--- src/rtl/sts_pkg.sv ---
// ----------------------------------------------------------------------------
// sts_pkg
// Shared sizes and types of the sorted table swap-or-insert core.
// ----------------------------------------------------------------------------
package sts_pkg;

  localparam int TABLE_DEPTH = 64;
  localparam int VALUE_WIDTH = 32;   // at most IN_W, the request field width

  localparam int IN_W  = 32;
  localparam int POS_W = 6;
  localparam int CNT_W = 7;

  localparam int TBL_AW = $clog2(TABLE_DEPTH);
  localparam int TBL_CW = $clog2(TABLE_DEPTH + 1);

  typedef logic signed [VALUE_WIDTH-1:0] val_t;
  typedef logic [TBL_AW-1:0]             tbl_addr_t;
  typedef logic [TBL_CW-1:0]             tbl_cnt_t;

  typedef struct packed {
    logic      we;
    tbl_addr_t waddr;
    val_t      wdata;
    logic      re;
    tbl_addr_t raddr;
  } mem_req_t;

endpackage

--- src/rtl/sts_if.sv ---
// ----------------------------------------------------------------------------
// sts_in_if / sts_out_if
// Valid/ready channels for lookup requests and their results.
// ----------------------------------------------------------------------------
interface sts_in_if import sts_pkg::*; ();
  logic                   valid;
  logic                   ready;
  logic signed [IN_W-1:0] value;

  modport source (output valid, output value, input ready);
  modport sink   (input valid, input value, output ready);
endinterface

interface sts_out_if import sts_pkg::*; ();
  logic             valid;
  logic             ready;
  logic             found;
  logic [POS_W-1:0] position;
  logic             inserted;
  logic             overflow;
  logic [CNT_W-1:0] count;

  modport source (output valid, output found, output position, output inserted,
                  output overflow, output count, input ready);
  modport sink   (input valid, input found, input position, input inserted,
                  input overflow, input count, output ready);
endinterface

--- src/rtl/sts_ram.sv ---
// ----------------------------------------------------------------------------
// sts_ram
// Simple dual-port RAM: one write port, one read port, registered read data.
// ----------------------------------------------------------------------------
module sts_ram #(
  parameter int DEPTH = 64,
  parameter int WIDTH = 32
) (
  input  logic                     clk,
  input  logic                     we,
  input  logic [$clog2(DEPTH)-1:0] waddr,
  input  logic [WIDTH-1:0]         wdata,
  input  logic                     re,
  input  logic [$clog2(DEPTH)-1:0] raddr,
  output logic [WIDTH-1:0]         rdata
);

  logic [WIDTH-1:0] mem [DEPTH];

  always_ff @(posedge clk) begin
    if (we) begin
      mem[waddr] <= wdata;
    end
  end

  always_ff @(posedge clk) begin
    if (re) begin
      rdata <= mem[raddr];
    end
  end

endmodule

--- src/rtl/sts_ctrl.sv ---
// ----------------------------------------------------------------------------
// sts_ctrl
// Sequencer: binary search, swap with successor, or shift-and-insert, all
// through one read port and one write port of the table RAM.
// ----------------------------------------------------------------------------
module sts_ctrl import sts_pkg::*; (
  input  logic      clk,
  input  logic      rst_n,
  sts_in_if.sink    in_ch,
  sts_out_if.source out_ch,
  output mem_req_t  mem_req,
  input  val_t      mem_rdata
);

  typedef enum logic [3:0] {
    S_IDLE,
    S_SRCH_RD,
    S_SRCH_CMP,
    S_SWAP_RD,
    S_SWAP_CMP,
    S_SWAP_WR,
    S_INS_RD,
    S_INS_CMP,
    S_INS_FIN,
    S_DONE
  } state_t;

  state_t    state_r;
  val_t      val_r;
  tbl_cnt_t  lo_r;
  tbl_cnt_t  hi1_r;      // upper bound, exclusive
  tbl_addr_t idx_r;
  tbl_cnt_t  cnt_r;

  logic      res_found_r;
  logic      res_ins_r;
  logic      res_ovf_r;
  tbl_addr_t res_pos_r;

  logic             out_valid_r;
  logic             out_found_r;
  logic [POS_W-1:0] out_pos_r;
  logic             out_ins_r;
  logic             out_ovf_r;
  logic [CNT_W-1:0] out_cnt_r;

  logic [TBL_CW:0] mid_sum;
  tbl_addr_t       mid;
  logic            rd_eq;
  logic            rd_gt;
  tbl_cnt_t        lo_nxt;
  tbl_cnt_t        hi1_nxt;

  assign mid_sum = {1'b0, lo_r} + {1'b0, hi1_r} - (TBL_CW + 1)'(1);
  assign mid     = TBL_AW'(mid_sum >> 1);
  assign rd_eq   = (mem_rdata == val_r);
  assign rd_gt   = (mem_rdata > val_r);
  assign lo_nxt  = rd_gt ? lo_r : (TBL_CW'(idx_r) + TBL_CW'(1));
  assign hi1_nxt = rd_gt ? TBL_CW'(idx_r) : hi1_r;

  assign in_ch.ready     = (state_r == S_IDLE);
  assign out_ch.valid    = out_valid_r;
  assign out_ch.found    = out_found_r;
  assign out_ch.position = out_pos_r;
  assign out_ch.inserted = out_ins_r;
  assign out_ch.overflow = out_ovf_r;
  assign out_ch.count    = out_cnt_r;

  // Memory port drive, decoded from the current state.
  always_comb begin
    mem_req       = '0;
    mem_req.wdata = val_r;
    unique case (state_r)
      S_SRCH_RD: begin
        mem_req.re    = 1'b1;
        mem_req.raddr = mid;
      end
      S_SWAP_RD: begin
        mem_req.re    = 1'b1;
        mem_req.raddr = idx_r + TBL_AW'(1);
      end
      S_SWAP_CMP: begin
        mem_req.we    = 1'b1;
        mem_req.waddr = idx_r;
        mem_req.wdata = mem_rdata;
      end
      S_SWAP_WR: begin
        mem_req.we    = 1'b1;
        mem_req.waddr = idx_r + TBL_AW'(1);
      end
      S_INS_RD: begin
        mem_req.re    = 1'b1;
        mem_req.raddr = idx_r;
      end
      S_INS_CMP: begin
        // Move the larger entry up one place, or drop the value in the gap.
        mem_req.we    = 1'b1;
        mem_req.waddr = idx_r + TBL_AW'(1);
        mem_req.wdata = rd_gt ? mem_rdata : val_r;
        mem_req.re    = rd_gt && (idx_r != '0);
        mem_req.raddr = idx_r - TBL_AW'(1);
      end
      S_INS_FIN: begin
        mem_req.we    = 1'b1;
        mem_req.waddr = '0;
      end
      S_IDLE, S_SRCH_CMP, S_DONE: begin
      end
      default: begin
      end
    endcase
  end

  always_ff @(posedge clk) begin
    if (!rst_n) begin
      state_r     <= S_IDLE;
      cnt_r       <= '0;
      out_valid_r <= 1'b0;
    end else begin
      // Drop the taken result unless a new one loads this cycle.
      if (out_valid_r && out_ch.ready && (state_r != S_DONE)) begin
        out_valid_r <= 1'b0;
      end

      unique case (state_r)
        S_IDLE: begin
          if (in_ch.valid) begin
            val_r       <= val_t'(in_ch.value[VALUE_WIDTH-1:0]);
            lo_r        <= '0;
            hi1_r       <= cnt_r;
            res_found_r <= 1'b0;
            res_ins_r   <= 1'b0;
            res_ovf_r   <= 1'b0;
            res_pos_r   <= '0;
            priority if (cnt_r != '0) begin
              state_r <= S_SRCH_RD;
            end else begin
              state_r <= S_INS_FIN;
            end
          end
        end

        S_SRCH_RD: begin
          idx_r   <= mid;
          state_r <= S_SRCH_CMP;
        end

        S_SRCH_CMP: begin
          priority if (rd_eq) begin
            res_found_r <= 1'b1;
            res_pos_r   <= idx_r;
            if (TBL_CW'(idx_r) + TBL_CW'(1) < cnt_r) begin
              state_r <= S_SWAP_RD;
            end else begin
              state_r <= S_DONE;
            end
          end else if (lo_nxt < hi1_nxt) begin
            lo_r    <= lo_nxt;
            hi1_r   <= hi1_nxt;
            state_r <= S_SRCH_RD;
          end else if (cnt_r == TBL_CW'(TABLE_DEPTH)) begin
            res_ovf_r <= 1'b1;
            state_r   <= S_DONE;
          end else begin
            idx_r   <= TBL_AW'(cnt_r - TBL_CW'(1));
            state_r <= S_INS_RD;
          end
        end

        S_SWAP_RD: begin
          state_r <= S_SWAP_CMP;
        end

        S_SWAP_CMP: begin
          state_r <= S_SWAP_WR;
        end

        S_SWAP_WR: begin
          state_r <= S_DONE;
        end

        S_INS_RD: begin
          state_r <= S_INS_CMP;
        end

        S_INS_CMP: begin
          priority if (!rd_gt) begin
            res_pos_r <= idx_r + TBL_AW'(1);
            res_ins_r <= 1'b1;
            cnt_r     <= cnt_r + TBL_CW'(1);
            state_r   <= S_DONE;
          end else if (idx_r == '0) begin
            state_r <= S_INS_FIN;
          end else begin
            idx_r <= idx_r - TBL_AW'(1);
          end
        end

        S_INS_FIN: begin
          res_pos_r <= '0;
          res_ins_r <= 1'b1;
          cnt_r     <= cnt_r + TBL_CW'(1);
          state_r   <= S_DONE;
        end

        S_DONE: begin
          // Hold the result until the output register is free.
          if (!out_valid_r || out_ch.ready) begin
            out_valid_r <= 1'b1;
            out_found_r <= res_found_r;
            out_pos_r   <= POS_W'(res_pos_r);
            out_ins_r   <= res_ins_r;
            out_ovf_r   <= res_ovf_r;
            out_cnt_r   <= CNT_W'(cnt_r);
            state_r     <= S_IDLE;
          end
        end

        default: begin
          state_r <= S_IDLE;
        end
      endcase
    end
  end

endmodule

--- src/rtl/sorted_table_swap_or_insert_core.sv ---
// ----------------------------------------------------------------------------
// sorted_table_swap_or_insert_core
// Sorted table of signed values with lookup, swap-with-successor and insert.
// ----------------------------------------------------------------------------
// The table starts empty after reset and holds up to 64 entries in a RAM with
// one read and one write port. One request is processed at a time: a binary
// search reads and compares one probe per pass (S_SRCH_RD, S_SRCH_CMP), a
// swap reads the successor and writes the pair back (S_SWAP_RD to S_SWAP_WR),
// and an insert shifts each larger entry up one place (S_INS_RD, S_INS_CMP).
// A result sits in an output register while the next request is taken; a
// value that is absent from a full table is dropped with overflow.
// ----------------------------------------------------------------------------
module sorted_table_swap_or_insert_core import sts_pkg::*; (
  input  logic      clk,
  input  logic      rst_n,
  sts_in_if.sink    in_ch,
  sts_out_if.source out_ch
);

  mem_req_t mem_req;
  val_t     mem_rdata;

  sts_ctrl u_ctrl (
    .clk       (clk),
    .rst_n     (rst_n),
    .in_ch     (in_ch),
    .out_ch    (out_ch),
    .mem_req   (mem_req),
    .mem_rdata (mem_rdata)
  );

  sts_ram #(
    .DEPTH (TABLE_DEPTH),
    .WIDTH (VALUE_WIDTH)
  ) u_ram (
    .clk   (clk),
    .we    (mem_req.we),
    .waddr (mem_req.waddr),
    .wdata (mem_req.wdata),
    .re    (mem_req.re),
    .raddr (mem_req.raddr),
    .rdata (mem_rdata)
  );

endmodule

--- src/flat_wrapper.sv ---
// flat-port wrapper written by rule: the top's interface ports become plain ports
module sorted_table_swap_or_insert_core_flat import sts_pkg::*;
  (clk, rst_n, in_ch_valid, in_ch_value, in_ch_ready, out_ch_valid, out_ch_found, out_ch_position, out_ch_inserted, out_ch_overflow, out_ch_count, out_ch_ready);
  sts_in_if in_ch_i ();
  sts_out_if out_ch_i ();
  input  logic clk;
  input  logic rst_n;
  input wire logic [$bits(in_ch_i.valid)-1:0] in_ch_valid;
  input wire logic [$bits(in_ch_i.value)-1:0] in_ch_value;
  output wire logic [$bits(in_ch_i.ready)-1:0] in_ch_ready;
  output wire logic [$bits(out_ch_i.valid)-1:0] out_ch_valid;
  output wire logic [$bits(out_ch_i.found)-1:0] out_ch_found;
  output wire logic [$bits(out_ch_i.position)-1:0] out_ch_position;
  output wire logic [$bits(out_ch_i.inserted)-1:0] out_ch_inserted;
  output wire logic [$bits(out_ch_i.overflow)-1:0] out_ch_overflow;
  output wire logic [$bits(out_ch_i.count)-1:0] out_ch_count;
  input wire logic [$bits(out_ch_i.ready)-1:0] out_ch_ready;
  assign in_ch_i.valid = in_ch_valid;
  assign in_ch_i.value = in_ch_value;
  assign in_ch_ready = in_ch_i.ready;
  assign out_ch_valid = out_ch_i.valid;
  assign out_ch_found = out_ch_i.found;
  assign out_ch_position = out_ch_i.position;
  assign out_ch_inserted = out_ch_i.inserted;
  assign out_ch_overflow = out_ch_i.overflow;
  assign out_ch_count = out_ch_i.count;
  assign out_ch_i.ready = out_ch_ready;
  sorted_table_swap_or_insert_core u_core (.clk(clk), .rst_n(rst_n), .in_ch(in_ch_i), .out_ch(out_ch_i));
endmodule
--- config.mk ---
export PLATFORM = sky130hd
export DESIGN_NAME = sorted_table_swap_or_insert_core_flat
export DESIGN_NICKNAME = d
export VERILOG_FILES = /design/src/rtl/sts_pkg.sv /design/src/rtl/sts_if.sv /design/src/rtl/sts_ram.sv /design/src/rtl/sts_ctrl.sv /design/src/rtl/sorted_table_swap_or_insert_core.sv /design/src/flat_wrapper.sv
export SDC_FILE = /design/constraint.sdc
export NUM_CORES = 2
export LEC_CHECK = 0
export BUFFER_PORTS_ARGS = -buffer_cell sky130_fd_sc_hd__buf_2
export CAP_MARGIN = 30
export CORE_ASPECT_RATIO = 1.4
export CORE_UTILIZATION = 45
export DETAILED_ROUTE_END_ITERATION = 8
export PLACE_DENSITY = 0.62
export SYNTH_ARGS = -nofsm -noshare
export SYNTH_HDL_FRONTEND = slang
export SYNTH_HIERARCHICAL = 1
export SYNTH_SLANG_ARGS = --single-unit
--- constraint.sdc ---
create_clock -name clk -period 5 [get_ports clk]
set_input_delay 1.25 -clock clk [delete_from_list [all_inputs] [get_ports clk]]
set_output_delay 1.25 -clock clk [all_outputs]
set_load 0.01 [all_outputs]
==> flow_metrics.env <==
export IMPL_hold_slack_ns=0.4135
export IMPL_layout_drive_gt1_share_pct=27.42
export IMPL_io_pins=54
export IMPL_setup_tns_ns=0
export IMPL_grt_pass1_vias=43450
export IMPL_setup_viol=0
export IMPL_cts_hold_buf=0
export IMPL_h_tree_depth=4
export IMPL_clockBufferDepth=3
export IMPL_dpl_cell_area_um2=91520
export IMPL_synth_edf_count=2157
export IMPL_drt_pass1_iter_count=9
export IMPL_worstPathArrival_ns=5.47
export IMPL_startpoint="u_core/u_ctrl/hi1_r[2]"
export IMPL_grt_max_degree=65
export IMPL_vias=43090
export IMPL_yosysUniqueCellTypes=70
export IMPL_synth_avg_cell_area_um2=20.69
export IMPL_r2r_start="u_core/u_ctrl/hi1_r[2]"
export IMPL_cts_buffers=189
export IMPL_start_util_pct=45.34
export IMPL_min_to="u_core/u_ctrl/out_ch.position[1]"
export IMPL_cts_sinks=2169
export IMPL_antenna_found_initial=20
export IMPL_syn2layout_area_growth_pct=14.81
export IMPL_post_cts_buffers=0
export IMPL_hold_start="u_core/u_ctrl/res_pos_r[1]"
export IMPL_critPathMaxFanout=22
export IMPL_yosysTopAreaCellShare_pct=76.11
export IMPL_finClkSkew_ns=0.03011
export IMPL_cpPeakStageDelay_ns=0.93
export IMPL_rrSetupSlack_ns=0.11
export IMPL_wl_per_cell_um=32.41
export IMPL_grt_usage_pct=24.25
export IMPL_path_clk_slew_ns=0.06
export IMPL_hold_depth=0
export IMPL_port_buffers=53
export IMPL_drtIter0Drc=4663
export IMPL_p_per_area_nw_per_um2=452.9
export IMPL_cp_start_kind="flop"
export IMPL_cts_tree="built"
export IMPL_yosysSeqAreaShare_pct=76.39
export IMPL_max_vdd_ir_drop_mv=0.3976
export IMPL_finalCritPeriodShare_pct=97.75
export IMPL_path_cells="inv_1 -> ha_1 -> inv_1 -> ha_1 -> a21o_1 -> a21oi_1 -> o21bai_1 -> a21oi_1 -> xnor2_1 -> nand2_1 -> nand3_2 -> buf_4 -> nand2b_1 -> a211oi_1 -> o22ai_1 -> and3_1"
export IMPL_viasPerCell=6.082
export IMPL_worstSkewPairLatency_ns=0.85
export IMPL_worst_slew_margin_rel_pct=31.53
export IMPL_dieWidth_um=369.5
export IMPL_place_gp_congestion=0.9209
export IMPL_setup_ws_ns=0.1124
export IMPL_violations="design-rule violations"
export IMPL_status="finished with violations"
export IMPL_netlist_top_cells_area="edfxtp_1, mux4_2, mux2i_1, mux2_2, ha_1"
export IMPL_post_dp_hpwl_um=143000
export IMPL_grt_pass1_wl_um=324000
export IMPL_drtAntennaViolNets=0
export IMPL_drv_slew=0
export IMPL_end_kind="flop"
export IMPL_leakage_nw=29.88
export IMPL_timing_final_hold_violations=0
export IMPL_crit_required_ns=5.58
export IMPL_wirelength_um=229600
export IMPL_die_area_um2=190900
export IMPL_synthCells=4114
export IMPL_min_path_type="flop to flop"
export IMPL_synth_commonest_cells="edfxtp_1, mux4_2, mux2i_1"
export IMPL_synth_seq_cells=2169
export IMPL_coreArea_um2=187700
export IMPL_yosysWarnings=6
export IMPL_fin_nets=4544
export IMPL_r2r_end="u_core/u_ram/rdata[30]"
export IMPL_cpMaxStageDelayCell="a211oi_1"
export IMPL_fmax_mhz=204.6
export IMPL_worstSetupPathType="flop to flop"
export IMPL_worstMarginPinSlew_ns=1.021
export IMPL_fp_row_count=188
export IMPL_yosys_area_top_type="edfxtp_1"
export IMPL_async_flop_share_pct=0
export IMPL_postLayoutCellArea_um2=97710
export IMPL_pre_cts_ws_ns=0.3001
export IMPL_dieHeight_um=516.6
export IMPL_rsz0062_at_grt="false"
export IMPL_syn_area_um2=85110
export IMPL_rr_worst_depth=16
export IMPL_synth_main_ff_cell="edfxtp_1"
export IMPL_clockRootBuffer="clkbuf_16"
export IMPL_grt_overflow=0
export IMPL_drv_cap=0
export IMPL_period_needed_ns=4.888
export IMPL_drc=14
export IMPL_yosysMostFrequentCell="edfxtp_1"
export IMPL_syn_nets=4209
-- final cells by class --
cell class | instances | area (µm²)
antenna | 5 | 12.51
clock buffer | 232 | 4912
tap | 2470 | 3090
inverter | 73 | 274.0
fill | 14640 | 90000
clock inverter | 119 | 1260
timing repair buffer | 375 | 3861
multi-input combinational | 1641 | 19290
sequential | 2169 | 65010
-- cells in the final DEF (no fill, tap or decap), types with 20 or more instances in the layout --
cell type | synthesis | layout
a22oi_1 | 62 | 62
buf_12 | 0 | 91
buf_4 | 28 | 229
nor2b_1 | 25 | 22
ha_1 | 58 | 58
nand4_1 | 53 | 53
nand3_1 | 77 | 76
edfxtp_1 | 2157 | 2157
clkinv_2 | 0 | 34
a21oi_1 | 40 | 40
clkinv_1 | 0 | 45
clkbuf_1 | 103 | 42
inv_1 | 73 | 73
nor2_1 | 127 | 60
nor3_1 | 23 | 23
o21ai_0 | 37 | 36
bufinv_16 | 0 | 20
clkbuf_16 | 0 | 190
mux2i_1 | 130 | 130
mux4_2 | 456 | 456
o221ai_1 | 42 | 42
mux2_2 | 71 | 75
nor2_4 | 0 | 68
nand2_1 | 121 | 121
a221o_1 | 25 | 23
buf_2 | 63 | 53
o22ai_1 | 78 | 78
-- power breakdown --
part	leakage [nW]	internal (mW)	switching (mW)
Sequential	19.5	20.9	0.196
Combinational	7.35	3.20	5.31
Clock	3.01	8.09	6.60
-- logic make-up (layout without fill, tap and decap cells) --
logic type	Yosys count	after routing	synth area share, %
buffers and inverters	304	799	1.645
adder cells (fa/ha/maj)	59	59	0.8762
flip-flops	2169	2169	76.39
other	0	5	0
XOR/XNOR	21	21	0.2161
AO/OA/AOI/OAI	382	382	3.236
multiplexers	666	666	14.65
AND/OR/NAND/NOR	513	513	2.982
-- layer usage --
metal  vias up  part of all wire [%]  track usage (%)
met3       383                   6.9            3.833
met4         8                   4.5            10.50
met5         -                 0.030                0
li1      17840                     -                -
met1     23080                    38            30.72
met2      1773                    51            41.37
-- how the worst max path moves through the flow --
| stage | end | cells after the start |
|---|---|---|
| 2_1_floorplan | u_core/u_ctrl/hi1_r[0] | 16 |
| 3_3_place_gp | u_core/u_ram/rdata[28] | 16 |
| 3_5_place_dp | u_core/u_ram/rdata[28] | 16 |
| 4_1_cts | u_core/u_ram/rdata[28] | 16 |
| 5_1_grt | u_core/u_ram/rdata[30] | 16 |
| 6_report | u_core/u_ram/rdata[30] | 16 |
-- worst max-delay path, delay by kind of cell, from the launching register on --
family,cells,cell delay (ns)
buffers and inverters,3,0.53
and+or+nand+nor,4,1.17
adders and majority gates,2,0.60
DFF,1,0.33
AOI/OAI and AO/OA,6,1.82
xor gates and xnor gates,1,0.14
-- flip-flops by register name, summed over array words and instances, names as in the netlist --
name / flops
u_core/u_ram/mem: 2048
u_core/u_ctrl/val_r: 32
u_core/u_ram/rdata: 32
u_core/u_ctrl/cnt_r: 7
u_core/u_ctrl/hi1_r: 7
u_core/u_ctrl/lo_r: 7
u_core/u_ctrl/out_ch.count: 7
u_core/u_ctrl/idx_r: 6
u_core/u_ctrl/out_ch.position: 6
u_core/u_ctrl/res_pos_r: 6
u_core/u_ctrl/state_r: 4
u_core/u_ctrl/out_ch.found: 1
u_core/u_ctrl/out_ch.inserted: 1
u_core/u_ctrl/out_ch.overflow: 1
u_core/u_ctrl/out_ch.valid: 1
u_core/u_ctrl/res_found_r: 1
u_core/u_ctrl/res_ins_r: 1
u_core/u_ctrl/res_ovf_r: 1
-- metrics by stage --
stage | instances | utilization (%) | power (mW)
after global routing | 7081 | 52.05 | 45.54
after CTS | 7079 | 52.04 | 44.51
after detailed placement | 6728 | 48.76 | 29.96
final | 7084 | 52.05 | 44.25
after global placement | 6723 | 48.69 | 29.87
after floorplan | 4114 | - | 26.16
-- timing repair --
item,CTS,global route
setup endpoints to repair,0,6
gates resized for setup,0,2
endpoints found under the hold margin,0,0
Note: power is estimated with default switching activity, not from simulation.
